File: config.mk
export PLATFORM = sky130hd
export DESIGN_NAME = rom_page_cache_lru_pinned
export DESIGN_NICKNAME = d
export VERILOG_FILES = /design/src/rplc_pkg.sv /design/src/rplc_scan.sv /design/src/rom_page_cache_lru_pinned.sv
export SDC_FILE = /design/constraint.sdc
export NUM_CORES = 1
export LEC_CHECK = 0
export BUFFER_PORTS_ARGS = -buffer_cell sky130_fd_sc_hd__buf_2
export CORE_UTILIZATION = 56
export DETAILED_ROUTE_END_ITERATION = 6
export HOLD_SLACK_MARGIN = 0.02
export PLACE_DENSITY = 0.81
export SLEW_MARGIN = 20
export SYNTH_ARGS = -nofsm -noshare
export SYNTH_HDL_FRONTEND = slang
export SYNTH_SLANG_ARGS = --single-unit
File: constraint.sdc
create_clock -name clock -period 5.7 [get_ports clock]
set_input_delay 1.14 -clock clock [delete_from_list [all_inputs] [get_ports clock]]
set_output_delay 1.14 -clock clock [all_outputs]
set_load 0.05 [all_outputs]
File: src/rplc_pkg.sv
// Shared constants, codes and types for the ROM page cache.
package rplc_pkg;

   localparam int SLOTS         = 16;
   localparam int PAGE_BITS     = 9;
   localparam int SLOT_BITS     = $clog2(SLOTS);
   localparam int AGE_BITS      = 32;
   localparam int KB_BITS       = 13;
   localparam int PIN_BITS      = 9;
   localparam int PAGE_SHIFT    = 4;
   localparam int CFG_BITS      = 5;
   localparam int SLOTS_RESET   = 16;
   localparam int STATUS_BITS   = 2;
   localparam int SLOT_OUT_BITS = 4;
   localparam int EVICT_BITS    = 9;
   localparam int ADDR_BITS     = 3;
   localparam int DATA_BITS     = 32;
   localparam int REG_IDX_BITS  = 1;

   localparam logic [REG_IDX_BITS-1:0] REG_SLOTS_IN_USE = 1'b0;

   // request operation codes
   localparam logic OP_ACCESS = 1'b0;
   localparam logic OP_FLUSH  = 1'b1;

   typedef enum logic [STATUS_BITS-1:0] {
      STATUS_HIT   = 2'd0,
      STATUS_MISS  = 2'd1,
      STATUS_FULL  = 2'd2,
      STATUS_FLUSH = 2'd3
   } status_type;

   // one slot entry presented to the scan unit per cycle
   typedef struct packed {
      logic                 clear;
      logic                 step;
      logic [SLOT_BITS-1:0] idx;
      logic                 valid;
      logic [PAGE_BITS-1:0] page;
      logic [AGE_BITS-1:0]  age;
      logic [PAGE_BITS-1:0] req_page;
      logic [PAGE_BITS-1:0] pin_a;
      logic [PAGE_BITS-1:0] pin_b;
   } scan_ctl_type;

   // running outcome of the scan
   typedef struct packed {
      logic                 hit;
      logic [SLOT_BITS-1:0] hit_idx;
      logic                 empty;
      logic [SLOT_BITS-1:0] empty_idx;
      logic                 cand;
      logic [SLOT_BITS-1:0] cand_idx;
      logic [PAGE_BITS-1:0] cand_page;
      logic [AGE_BITS-1:0]  oldest;
   } scan_res_type;

endpackage

File: src/rplc_scan.sv
// Slot scan unit: one entry per cycle, tracks hit, first empty and oldest unpinned slot.
module rplc_scan (
   input  logic                  clock,
   input  logic                  reset,
   input  rplc_pkg::scan_ctl_type ctl,
   output rplc_pkg::scan_res_type res
);
   import rplc_pkg::*;

   scan_res_type res_ff, res_in;
   logic         page_match;
   logic         pinned;
   logic         older;

   always_comb begin
      page_match = (ctl.page == ctl.req_page);
      pinned     = (ctl.page == ctl.pin_a) || (ctl.page == ctl.pin_b);
      older      = (ctl.age < res_ff.oldest);   // the one shared age compare
      res_in     = res_ff;
      if (ctl.clear) begin
         res_in = '0;
      end else if (ctl.step) begin
         if (!res_ff.hit && ctl.valid && page_match) begin
            res_in.hit     = 1'b1;
            res_in.hit_idx = ctl.idx;
         end
         if (!res_ff.empty && !ctl.valid) begin
            res_in.empty     = 1'b1;
            res_in.empty_idx = ctl.idx;
         end
         // strict compare keeps the lowest index on ties
         if (ctl.valid && !pinned && (!res_ff.cand || older)) begin
            res_in.cand      = 1'b1;
            res_in.cand_idx  = ctl.idx;
            res_in.cand_page = ctl.page;
            res_in.oldest    = ctl.age;
         end
      end
   end

   always_ff @(posedge clock) begin
      if (reset) begin
         res_ff <= '0;
      end else begin
         res_ff <= res_in;
      end
   end

   assign res = res_ff;

endmodule

File: src/rom_page_cache_lru_pinned.sv
// Top level of the fully associative ROM page cache directory with LRU and pinned pages.
//
//  channel   ports                                   handshake
//  request   req_op, req_rom_kilobyte, req_pin_*     start high, busy low
//  result    rsp_status, rsp_slot, rsp_evict_*       rsp_valid, one cycle, no stall
//  config    psel penable pwrite paddr pwdata prdata APB read/write, pready always high
//
//  Access: accepted in idle, then the active slots (n = slots_in_use clamped
//  to 1..SLOTS) pass one slot per cycle through the shared scan unit, then
//  the update state runs; rsp_valid is registered and high in the cycle after it.
//  Flush skips the scan. A new item can be taken in the cycle that shows the result.
//  Reset (synchronous) empties the cache, zeroes the age clock, sets n to SLOTS.
//  Results cannot be held off; busy alone paces the requester.
module rom_page_cache_lru_pinned (
   input  logic                                  clock,
   input  logic                                  reset,
   input  logic                                  start,
   output logic                                  busy,
   input  logic                                  req_op,
   input  logic [rplc_pkg::KB_BITS-1:0]          req_rom_kilobyte,
   input  logic [rplc_pkg::PIN_BITS-1:0]         req_pin_page_a,
   input  logic [rplc_pkg::PIN_BITS-1:0]         req_pin_page_b,
   output logic                                  rsp_valid,
   output logic [rplc_pkg::STATUS_BITS-1:0]      rsp_status,
   output logic [rplc_pkg::SLOT_OUT_BITS-1:0]    rsp_slot,
   output logic                                  rsp_evict_valid,
   output logic [rplc_pkg::EVICT_BITS-1:0]       rsp_evicted_page,
   input  logic                                  psel,
   input  logic                                  penable,
   input  logic                                  pwrite,
   input  logic [rplc_pkg::ADDR_BITS-1:0]        paddr,
   input  logic [rplc_pkg::DATA_BITS-1:0]        pwdata,
   output logic [rplc_pkg::DATA_BITS-1:0]        prdata,
   output logic                                  pready
);
   import rplc_pkg::*;

   typedef enum logic [2:0] {
      ST_IDLE = 3'b001,
      ST_SCAN = 3'b010,
      ST_FIN  = 3'b100
   } state_type;

   state_type              state_ff, state_in;
   logic [SLOT_BITS-1:0]   idx_ff, idx_in;
   logic [SLOT_BITS-1:0]   last_ff, last_in;
   logic                   op_ff, op_in;
   logic [PAGE_BITS-1:0]   page_ff, page_in;
   logic [PAGE_BITS-1:0]   pin_a_ff, pin_a_in;
   logic [PAGE_BITS-1:0]   pin_b_ff, pin_b_in;
   logic [CFG_BITS-1:0]    slots_cfg_ff, slots_cfg_in;
   logic [SLOTS-1:0]       valid_ff, valid_in;
   logic [AGE_BITS-1:0]    age_clock_ff, age_clock_in;

   // slot directory, read only at the scan index
   logic [PAGE_BITS-1:0]   slot_page_ff [SLOTS];
   logic [AGE_BITS-1:0]    slot_age_ff  [SLOTS];
   logic                   wr_en;
   logic [SLOT_BITS-1:0]   wr_idx;

   logic                   rsp_valid_ff, rsp_valid_in;
   logic [STATUS_BITS-1:0] rsp_status_ff, rsp_status_in;
   logic [SLOT_BITS-1:0]   rsp_slot_ff, rsp_slot_in;
   logic                   rsp_evict_ff, rsp_evict_in;
   logic [PAGE_BITS-1:0]   rsp_page_ff, rsp_page_in;

   logic                   accept;
   logic                   csr_write;
   logic [CFG_BITS-1:0]    slots_active;
   logic [AGE_BITS-1:0]    age_next;
   scan_ctl_type           scan_ctl;
   scan_res_type           scan_res;

   assign accept    = start && (state_ff == ST_IDLE);
   assign csr_write = psel && penable && pwrite && pready;
   assign busy      = (state_ff != ST_IDLE);
   assign pready    = 1'b1;
   assign age_next  = age_clock_ff + AGE_BITS'(1);

   // register reads
   always_comb begin
      prdata = '0;
      unique case (paddr[ADDR_BITS-1 -: REG_IDX_BITS])
         REG_SLOTS_IN_USE: prdata = DATA_BITS'(slots_cfg_ff);
         default:          prdata = '0;
      endcase
   end

   // zero acts as one, anything above the slot count as the slot count
   always_comb begin
      if (slots_cfg_ff == '0) begin
         slots_active = CFG_BITS'(1);
      end else if (32'(slots_cfg_ff) > SLOTS) begin
         slots_active = CFG_BITS'(SLOTS);
      end else begin
         slots_active = slots_cfg_ff;
      end
   end

   always_comb begin
      scan_ctl.clear    = accept;
      scan_ctl.step     = (state_ff == ST_SCAN);
      scan_ctl.idx      = idx_ff;
      scan_ctl.valid    = valid_ff[idx_ff];
      scan_ctl.page     = slot_page_ff[idx_ff];
      scan_ctl.age      = slot_age_ff[idx_ff];
      scan_ctl.req_page = page_ff;
      scan_ctl.pin_a    = pin_a_ff;
      scan_ctl.pin_b    = pin_b_ff;
   end

   rplc_scan u_scan (
      .clock (clock),
      .reset (reset),
      .ctl   (scan_ctl),
      .res   (scan_res)
   );

   // sequencer
   always_comb begin
      state_in      = state_ff;
      idx_in        = idx_ff;
      last_in       = last_ff;
      op_in         = op_ff;
      page_in       = page_ff;
      pin_a_in      = pin_a_ff;
      pin_b_in      = pin_b_ff;
      slots_cfg_in  = slots_cfg_ff;
      valid_in      = valid_ff;
      age_clock_in  = age_clock_ff;
      wr_en         = 1'b0;
      wr_idx        = scan_res.cand_idx;
      rsp_valid_in  = 1'b0;
      rsp_status_in = rsp_status_ff;
      rsp_slot_in   = rsp_slot_ff;
      rsp_evict_in  = rsp_evict_ff;
      rsp_page_in   = rsp_page_ff;

      if (csr_write && (paddr[ADDR_BITS-1 -: REG_IDX_BITS] == REG_SLOTS_IN_USE)) begin
         slots_cfg_in = pwdata[CFG_BITS-1:0];
      end

      unique case (state_ff)
         ST_IDLE: begin
            if (accept) begin
               op_in    = req_op;
               page_in  = PAGE_BITS'(req_rom_kilobyte >> PAGE_SHIFT);
               pin_a_in = PAGE_BITS'(req_pin_page_a);
               pin_b_in = PAGE_BITS'(req_pin_page_b);
               idx_in   = '0;
               last_in  = SLOT_BITS'(slots_active - CFG_BITS'(1));
               state_in = (req_op == OP_FLUSH) ? ST_FIN : ST_SCAN;
            end
         end
         ST_SCAN: begin
            idx_in = idx_ff + SLOT_BITS'(1);
            if (idx_ff == last_ff) begin
               state_in = ST_FIN;
            end
         end
         ST_FIN: begin
            state_in      = ST_IDLE;
            rsp_valid_in  = 1'b1;
            rsp_slot_in   = '0;
            rsp_evict_in  = 1'b0;
            rsp_page_in   = '0;
            if (op_ff == OP_FLUSH) begin
               valid_in      = '0;
               age_clock_in  = '0;
               rsp_status_in = STATUS_FLUSH;
            end else if (scan_res.hit) begin
               wr_en         = 1'b1;
               wr_idx        = scan_res.hit_idx;
               age_clock_in  = age_next;
               rsp_status_in = STATUS_HIT;
               rsp_slot_in   = scan_res.hit_idx;
            end else if (scan_res.empty) begin
               wr_en            = 1'b1;
               wr_idx           = scan_res.empty_idx;
               valid_in[wr_idx] = 1'b1;
               age_clock_in     = age_next;
               rsp_status_in    = STATUS_MISS;
               rsp_slot_in      = scan_res.empty_idx;
            end else if (scan_res.cand) begin
               wr_en         = 1'b1;
               wr_idx        = scan_res.cand_idx;
               age_clock_in  = age_next;
               rsp_status_in = STATUS_MISS;
               rsp_slot_in   = scan_res.cand_idx;
               rsp_evict_in  = 1'b1;
               rsp_page_in   = scan_res.cand_page;
            end else begin
               // every usable slot pinned: nothing changes
               rsp_status_in = STATUS_FULL;
            end
         end
         default: state_in = ST_IDLE;
      endcase
   end

   always_ff @(posedge clock) begin
      if (reset) begin
         state_ff     <= ST_IDLE;
         idx_ff       <= '0;
         last_ff      <= '0;
         op_ff        <= OP_ACCESS;
         slots_cfg_ff <= CFG_BITS'(SLOTS_RESET);
         valid_ff     <= '0;
         age_clock_ff <= '0;
         rsp_valid_ff <= 1'b0;
      end else begin
         state_ff     <= state_in;
         idx_ff       <= idx_in;
         last_ff      <= last_in;
         op_ff        <= op_in;
         slots_cfg_ff <= slots_cfg_in;
         valid_ff     <= valid_in;
         age_clock_ff <= age_clock_in;
         rsp_valid_ff <= rsp_valid_in;
      end
   end

   // payload: no reset
   always_ff @(posedge clock) begin
      page_ff       <= page_in;
      pin_a_ff      <= pin_a_in;
      pin_b_ff      <= pin_b_in;
      rsp_status_ff <= rsp_status_in;
      rsp_slot_ff   <= rsp_slot_in;
      rsp_evict_ff  <= rsp_evict_in;
      rsp_page_ff   <= rsp_page_in;
      if (wr_en) begin
         // a hit rewrites the same page, so page and age update together
         slot_page_ff[wr_idx] <= page_ff;
         slot_age_ff[wr_idx]  <= age_next;
      end
   end

   assign rsp_valid        = rsp_valid_ff;
   assign rsp_status       = rsp_status_ff;
   assign rsp_slot         = SLOT_OUT_BITS'(rsp_slot_ff);
   assign rsp_evict_valid  = rsp_evict_ff;
   assign rsp_evicted_page = EVICT_BITS'(rsp_page_ff);

endmodule

After elaboration in Yosys (flattened, before gate mapping)
Memories as Yosys holds them, arrays and structs flattened. A register that Yosys moved wholly into a read port is not among the register bits.
Cells that the tools add are included.
{"block": "totals", "register_bits": 165, "ram_bits": 656, "in_bits": 73, "out_inout_bits": 51, "elab_cells": 121, "memories": 2}
{"block": "classes", "add_sub_neg": 3, "order_cmp": 5, "eq_ne": 11, "n_mux": 42, "n_bitwise": 3, "n_reduce_logical": 32}
{"memory": "slot_age_ff", "depth": 16, "word_bits": 32, "read_ports": 1, "rd_clocked_by_memory_dff": 1, "wr": 1, "line_no": "rom_page_cache_lru_pinned.sv:57", "rtl": "logic [AGE_BITS-1:0] slot_age_ff [SLOTS];"}
{"memory": "slot_page_ff", "depth": 16, "word_bits": 9, "read_ports": 1, "rd_clocked_by_memory_dff": 1, "wr": 1, "line_no": "rom_page_cache_lru_pinned.sv:56", "rtl": "logic [PAGE_BITS-1:0] slot_page_ff [SLOTS];"}
{"op": "32-bit 2-to-1 mux", "n": 4}
{"op": "4-bit 2-to-1 mux", "n": 14}
{"op": "16-bit 2-to-1 mux", "n": 3}
{"op": "32-bit by 1-bit adder with 32-bit output (second input constant)", "n": 1}
{"op": "32-bit < comparator", "n": 1}
{"op": "9-bit equality test", "n": 3}
{"op": "16-bit bitwise OR", "n": 1}
{"op": "2-bit AND reduction", "n": 7}
{"op": "1-bit logical AND", "n": 10}
{"op": "4-bit by 5-bit < comparator with 1-bit output (second input constant)", "n": 2}
{"op": "1-bit 2-to-1 mux", "n": 10}
{"op": "3-bit 2-to-1 mux", "n": 3}
{"op": "4-bit case mux with 2 select lines", "n": 1}
{"op": "2-bit 2-to-1 mux", "n": 3}
{"op": "3-bit case mux with 2 select lines", "n": 1}
{"op": "5-bit > comparator (second input constant)", "n": 1}
{"op": "1-bit zero test", "n": 5}
{"op": "5-bit zero test", "n": 1}
{"op": "5-bit 2-to-1 mux", "n": 1}
{"op": "4-bit by 1-bit adder with 4-bit output (second input constant)", "n": 1}
{"op": "1-bit binary-select mux with 4-bit select", "n": 1}
{"op": "1-bit demux with 4-bit select", "n": 1}
{"op": "4-bit equality test", "n": 1}
{"op": "4-bit by 1-bit >= comparator with 1-bit output (second input constant)", "n": 1}
{"op": "other kinds (15)", "n": 19}

Depth between registers and ports, before layout
Gate-level depths: netlist of run 1.
{"block": "logic_depth", "ltp_word": 8, "depth_mapped": 18, "ltp_nobuf": 11}

Hierarchy
Synthesis of run 1 repeated with hierarchy kept, for this count alone.
{"block": "unflattened", "cells_unflattened": 1894, "area_unflattened_um2": 33352.0}
{"mod": "rom_page_cache_lru_pinned", "instances": 1, "cells_per_inst": 1503, "area_each_um2": 30155.2}
{"mod": "rplc_scan", "instances": 1, "cells_per_inst": 391, "area_each_um2": 3196.8}

Worst setup path after synthesis of run 1
OpenSTA, ideal clock, no wires.
{"block": "synth_timing", "kind": "register to register", "start": "reg (tool-made name)", "end": "reg u_scan.res_ff (netlist bit u_scan.res[32])", "setup_time_ns": 0.072, "t_arrival_ns": 4.929, "required_time_ns": 5.628, "path_slack_ns": 0.700, "stages_incl_launch_ff": 17, "n_path_buf": 7, "period_less_slack_ns": 5.000, "path_cell_list": "dfxtp_1 -> buf_6 -> buf_12 -> buf_6 -> buf_4 -> buf_1 -> buf_2 -> mux4_2 -> mux4_2 -> ha_1 -> a2111oi_0 -> a21oi_1 -> a2111oi_0 -> o221ai_2 -> nor3_4 -> buf_6 -> mux2i_1"}
{"item": "to (signal assigned)", "line_no": "rplc_scan.sv:45", "rtl": "res_ff <= res_in;"}
{"item": "to (decl)", "line_no": "rplc_scan.sv:10", "rtl": "scan_res_type res_ff, res_in;"}

==> results of run 1 <==
==> critical path, delay by kind of cell, from the launching register on <==
kind,cells,cell delay (ns)
and+or+nand+nor,3,1.05
muxes,3,1.30
adders and majority gates,1,0.34
AOI/OAI and AO/OA,4,0.75
buffers and inverters,2,0.66
DFF,1,0.72
==> per-layer routing <==
metal / wire (um) / up-vias
met1: 28500 / 9436
met3: 6400 / 223
met4: 2800 / 0
li1: - / 7695
met2: 38300 / 1006
met5: 0 / -
==> registers in the layout (all words and copies together) (netlist names), 2 cells and up, named ones only <==
| signal | count |
|---|---|
| rsp_evicted_page | 9 |
| rsp_slot | 4 |
| state_ff | 3 |
| slots_cfg_ff | 5 |
| idx_ff | 4 |
| page_ff | 9 |
| last_ff | 4 |
| age_clock_ff | 32 |
| slot_page_ff | 144 |
| slot_age_ff | 512 |
| valid_ff | 16 |
| rsp_status | 2 |
| pin_a_ff | 9 |
| u_scan.res | 56 |
| pin_b_ff | 9 |
==> cells by family after synthesis <==
group / after synthesis
compound gates: 163
flops: 825
xor+xnor: 61
buf+inv: 161
mux: 276
other cells: 2
fa+ha+maj: 34
simple gates: 395
==> layout make-up <==
type,instances,area [sq um]
Clock buffer,95,2080
Clock inverter,54,633
Fill cell,3784,21400
Inverter,41,154
Multi-Input combinational cell,957,9490
Sequential cell,825,23500
Tap cell,773,967
Timing Repair Buffer,119,813
==> power groups by stage <==
stage	Clock [uW]	Sequential [uW]	Combinational (uW)
global route	5680	6540	213
global placement	0	6660	189
detailed placement	0	6670	196
finish	5420	6540	199
floorplan	0	6650	164
CTS	5460	6540	198
==> synthesized netlist by cell type, drive strengths merged (5+ instances only) <==
library cell  number  area [sq um]
xor2              34           298
and4               5          43.8
and3              13          86.3
nand2            117           439
o21a               6          45.0
nand3             21           105
nand4             19           119
inv               41           154
a21o              12          90.1
nor2b             17           106
o21ai             27           135
edfxtp           699         21000
a22oi             23           173
dfxtp            126          2520
nor2             133           499
buf               59           422
xnor2             27           236
nand2b             7          43.8
and2              16           100
mux2i             81           811
a211oi             5          37.5
a21oi             52           260
nor3              23           126
mux4             194          4370
ha                34           425
clkbuf            61           229
or3                7          43.8
==> how the worst min path moves through the flow <==
stage                               from              to  cells after the start  slack (ns)
after floorplan            u_scan.res[0]   u_scan.res[0]                      2        0.43
after global placement    u_scan.res[32]  u_scan.res[32]                      2        0.44
after detailed placement  u_scan.res[13]  u_scan.res[13]                      2        0.45
after CTS                 u_scan.res[10]  u_scan.res[10]                      2        0.46
after global routing      u_scan.res[10]  u_scan.res[10]                      2        0.47
final                     u_scan.res[29]  u_scan.res[29]                      2        0.46
==> through the flow <==
stage,util,instances,instance area [sq um],hold slack (ns),total power [uW]
5_1_grt,0.638,2864,37700,0.471,12400
3_5_place_dp,0.589,2715,34800,0.446,6860
4_1_cts,0.635,2864,37500,0.456,12200
6_report,0.638,2864,37700,0.457,12200
3_3_place_gp,0.589,2715,34800,0.442,6850
2_1_floorplan,-,1943,33500,0.429,6820
==> impl_metrics.env, run 1 <==
export IMPL_status="completed"
export IMPL_slew_violations=0
export IMPL_ant_nets=0
export IMPL_arrival_ns=5.51
export IMPL_vias=18400
export IMPL_ys_async_sr_fraction=0
export IMPL_track_usage=0.254
export IMPL_synth_xor_area_share=0.0160
export IMPL_cts_tree="done"
export IMPL_leakagePower_uw=0.0122
export IMPL_p_int_uw=9700
export IMPL_synth_cells=1917
export IMPL_synth_flop_cell="edfxtp_1"
export IMPL_avgSynthCellArea_sq_um=17.4
export IMPL_finalSetupViolCount=0
export IMPL_via_per_inst=6.41
export IMPL_dp_hpwl_um=43800
export IMPL_drt_first_pass_iters=6
export IMPL_setup_slack_ns=0.747
export IMPL_final_common_cell="edfxtp_1"
export IMPL_drive_gt1_frac=0.235
export IMPL_synth_area_sq_um=33400
export IMPL_grtUsageMet2=0.421
export IMPL_post_cts_buffers=0
export IMPL_synth_area_mux_share=0.155
export IMPL_r2r_setup_slack_ns=0.75
export IMPL_area_growth_pct=12.8
export IMPL_synth_top_family_by_area="multiplexers"
export IMPL_routed_wl_um=76000
export IMPL_grt_pass1_vias=18400
export IMPL_synthSimpleGateAreaFrac=0.0550
export IMPL_pwr_density_cell_nw_per_um2=323
export IMPL_endpoint_kind="flop"
export IMPL_die_w_um=246
export IMPL_holdBufCountCts=0
export IMPL_fin_nets=2131
export IMPL_clock_latency_ns=0.65
export IMPL_path_cells="buf_12 -> mux4_2 -> mux4_2 -> ha_1 -> nor2b_1 -> o21a_1 -> o21ai_0 -> a21oi_1 -> nor3_1 -> o221ai_2 -> nor3_4 -> buf_12 -> mux2i_1"
export IMPL_r2r_end="u_scan.res[21]"
export IMPL_synthDistinctLibCells=64
export IMPL_grt_pass1_wl_um=112000
export IMPL_ir_drop_mv=0.286
export IMPL_core_area_sq_um=59000
export IMPL_pre_cts_ws_ns=0.805
export IMPL_cts_resized=0
export IMPL_cp_max_fo=36
export IMPL_global_route_peak_usage_layer="met2"
export IMPL_grt_max_degree=64
export IMPL_seqPwrFrac=0.538
export IMPL_clkSinkCount=825
export IMPL_timing_slew_headroom=0.251
export IMPL_ff2ff_path_depth=13
export IMPL_yosysSeqAreaShare=0.704
export IMPL_synth_compound_area_frac=0.0325
export IMPL_ctsRootBufferMaster="clkbuf_16"
export IMPL_drc_errors=0
export IMPL_fin_crit_sh=0.869
export IMPL_port_buffers=62
export IMPL_p_clk_frac=0.446
export IMPL_h_tree_depth=3
export IMPL_synth_fa_ha_area_frac=0.0127
export IMPL_overflow=0
export IMPL_ys_warn_count=0
export IMPL_clk_pin_slew_ns=0.06
export IMPL_rsz0062_at_grt="false"
export IMPL_die_area_sq_um=60600
export IMPL_n_antenna_cell=0
export IMPL_use_met1=0.331
export IMPL_ios=124
export IMPL_rows=89
export IMPL_tightestPinTransition_ns=1.12
export IMPL_switching_share=0.202
export IMPL_combinationalPowerShare=0.016
export IMPL_cts_buffer_depth=3
export IMPL_crit_end="u_scan.res[21]"
export IMPL_cap_violations=0
export IMPL_antenna_found_initial=0
export IMPL_routabilityCongestion=0.832
export IMPL_hold_class="flop to flop"
export IMPL_dr_first_iter_drc_count=2021
export IMPL_p_switching_uw=2460
export IMPL_hold_viol=0
export IMPL_post_route_min_period_ns=4.95
export IMPL_die_height_um=246
export IMPL_finClkSkew_ns=0.0350
export IMPL_finalSetupTns_ns=0
export IMPL_numCtsBuffers=80
export IMPL_initial_core_util=0.566
export IMPL_layout_common_cells="edfxtp_1, mux4_2, dfxtp_1, nand2_1, nor2_1"
export IMPL_cp_required_ns=6.26
export IMPL_synth_edff_count=699
export IMPL_synth_seq_cells=825
export IMPL_grt_use_met3=0.0479
export IMPL_max_freq_mhz=202
export IMPL_cp_start_kind="flop"
export IMPL_crit_type="flop to flop"
export IMPL_max_stage_delay_ns=0.72
export IMPL_wl_per_cell_um=26.5
export IMPL_slowest_stage="dfxtp_4"
(Power assumes the default switching activity.)
==> inputs of run 2 (changes only) <==
- REMOVE_ABC_BUFFERS: not set -> 1
==> impl_metrics.env, run 2 (same netlist as run 1, synthesis figures left out) <==
export IMPL_status="finished, violations left"
export IMPL_port_buffers=62
export IMPL_rows=89
export IMPL_drc_errors=2
export IMPL_violations="design-rule violations"
export IMPL_fin_crit_sh=0.920
export IMPL_layout_common_cells="edfxtp_1, mux4_2, dfxtp_1, nand2_1, nor2_1"
export IMPL_holdBufCountCts=0
export IMPL_crit_type="flop to flop"
export IMPL_cts_buffer_depth=3
export IMPL_finalSetupViolCount=0
export IMPL_slew_violations=0
export IMPL_ctsRootBufferMaster="clkbuf_16"
export IMPL_cp_required_ns=6.25
export IMPL_dp_hpwl_um=41400
export IMPL_grt_pass1_vias=18500
export IMPL_largest_reg_flops=512
export IMPL_ff2ff_path_depth=13
export IMPL_tightestPinTransition_ns=1.09
export IMPL_pwr_density_cell_nw_per_um2=319
export IMPL_utilization=0.635
export IMPL_die_area_sq_um=60600
export IMPL_area_growth_pct=12.2
export IMPL_clock_latency_ns=0.64
export IMPL_ant_nets=0
export IMPL_via_per_inst=6.48
export IMPL_antenna_found_initial=0
export IMPL_hold_class="flop to flop"
export IMPL_final_common_cell="edfxtp_1"
export IMPL_grt_max_degree=69
export IMPL_drive_gt1_frac=0.229
export IMPL_rsz0062_at_grt="false"
export IMPL_n_antenna_cell=0
export IMPL_cts_tree="done"
export IMPL_use_met1=0.339
export IMPL_fin_nets=2117
export IMPL_ios=124
export IMPL_die_height_um=246
export IMPL_slowest_stage="a2111oi_0"
export IMPL_routabilityCongestion=0.840
export IMPL_leakagePower_uw=0.0121
export IMPL_cp_max_fo=68
export IMPL_post_route_min_period_ns=5.24
export IMPL_finalSetupTns_ns=0
export IMPL_arrival_ns=5.79
export IMPL_post_cts_buffers=0
export IMPL_cap_violations=0
export IMPL_grt_use_met3=0.0387
export IMPL_global_route_peak_usage_layer="met2"
export IMPL_endpoint_kind="flop"
export IMPL_cp_start_kind="flop"
export IMPL_hold_end="u_scan.res[14]"
export IMPL_hold_viol=0
export IMPL_max_freq_mhz=191
export IMPL_hold_depth=2
export IMPL_h_tree_depth=3
export IMPL_fin_area_sq_um=37500
export IMPL_timing_slew_headroom=0.267
export IMPL_cts_resized=0
export IMPL_dr_first_iter_drc_count=2248
export IMPL_r2r_end="u_scan.res[39]"
export IMPL_hp_start="u_scan.res[14]"
export IMPL_detailed_place_area_sq_um=34700
export IMPL_max_stage_delay_ns=0.68
export IMPL_nFillCells=3779
export IMPL_routed_wl_um=76500
export IMPL_track_usage=0.256
export IMPL_path_cells="buf_12 -> mux4_2 -> mux4_2 -> ha_1 -> o21a_1 -> o211ai_1 -> a21oi_1 -> a2111oi_0 -> buf_4 -> o221ai_2 -> nor3_4 -> buf_4 -> mux2i_1"
export IMPL_numCtsBuffers=77
export IMPL_drt_first_pass_iters=7
export IMPL_top_register="slot_age_ff"
export IMPL_grtUsageMet2=0.424
export IMPL_ir_drop_mv=0.270
export IMPL_vias=18500
export IMPL_die_w_um=246
export IMPL_overflow=0
export IMPL_grt_pass1_wl_um=113000
export IMPL_core_area_sq_um=59000
export IMPL_clk_pin_slew_ns=0.06
export IMPL_initial_core_util=0.566
export IMPL_r2r_setup_slack_ns=0.46
export IMPL_wl_per_cell_um=26.8
export IMPL_finClkSkew_ns=0.0431
export IMPL_clkSinkCount=825
-- run 2: cell types whose count changed in the layout (fill, tap and decap cells not counted), moves of 2 or more --
cell / change
buf_12: +3
buf_4: -14
bufinv_16: -4
clkbuf_1: +10
clkbuf_8: +5
clkinv_1: -9
clkinv_16: -2
clkinv_2: -6
clkinv_4: +2
clkinv_8: -2
-- run 2: through the flow --
stage | total power, uW | std cells | hold WS (ns) | worst slack (ns)
final | 12000 | 2848 | 0.461 | 0.457
after global routing | 12200 | 2848 | 0.486 | 0.196
after CTS | 12000 | 2848 | 0.458 | 0.358
after detailed placement | 6860 | 2704 | 0.448 | 0.573
after global placement | 6850 | 2704 | 0.440 | 0.791
after floorplan | 6800 | 1823 | 0.429 | -5.72
-- run 2: power breakdown --
part	internal (uW)	switching, uW	total [uW]
sequential	6500	37.3	6540
clock	3000	2220	5220
combinational	58.8	139	197
total	9560	2390	12000
-- run 2: how the worst max path moves through the flow --
| stage | end | slack (ns) |
|---|---|---|
| after floorplan | u_scan.res[32] | -5.72 |
| after global placement | u_scan.res[32] | 0.79 |
| after detailed placement | u_scan.res[26] | 0.57 |
| after CTS | u_scan.res[40] | 0.36 |
| after global routing | u_scan.res[36] | 0.20 |
| final | u_scan.res[39] | 0.46 |
-- run 2: cell type report --
type                            count  area, sq um  share of cell area
Clock buffer                      111         2190              0.0584
Tap cell                          773          967              0.0258
Clock inverter                     33          363             0.00968
Inverter                           41          154             0.00411
Timing Repair Buffer              108          768              0.0205
Sequential cell                   825        23500               0.628
Multi-Input combinational cell    957         9500               0.254
-- run 2: worst max-delay path, delay by kind of cell, from the launching register on --
kind                     cells  cell delay [ns]
AO/OA/AOI/OAI                5             1.37
adder cells (fa/ha/maj)      1             0.34
buffers and inverters        3             1.09
flip-flops                   1             0.65
multiplexers                 3             1.37
AND/OR/NAND/NOR              1             0.29
-- run 2: per-layer routing --
layer | part of all wire | routed length [um]
met1 | 0.38 | 29000
met2 | 0.50 | 38100
met3 | 0.086 | 6590
met4 | 0.037 | 2830
met5 | 0 | 0
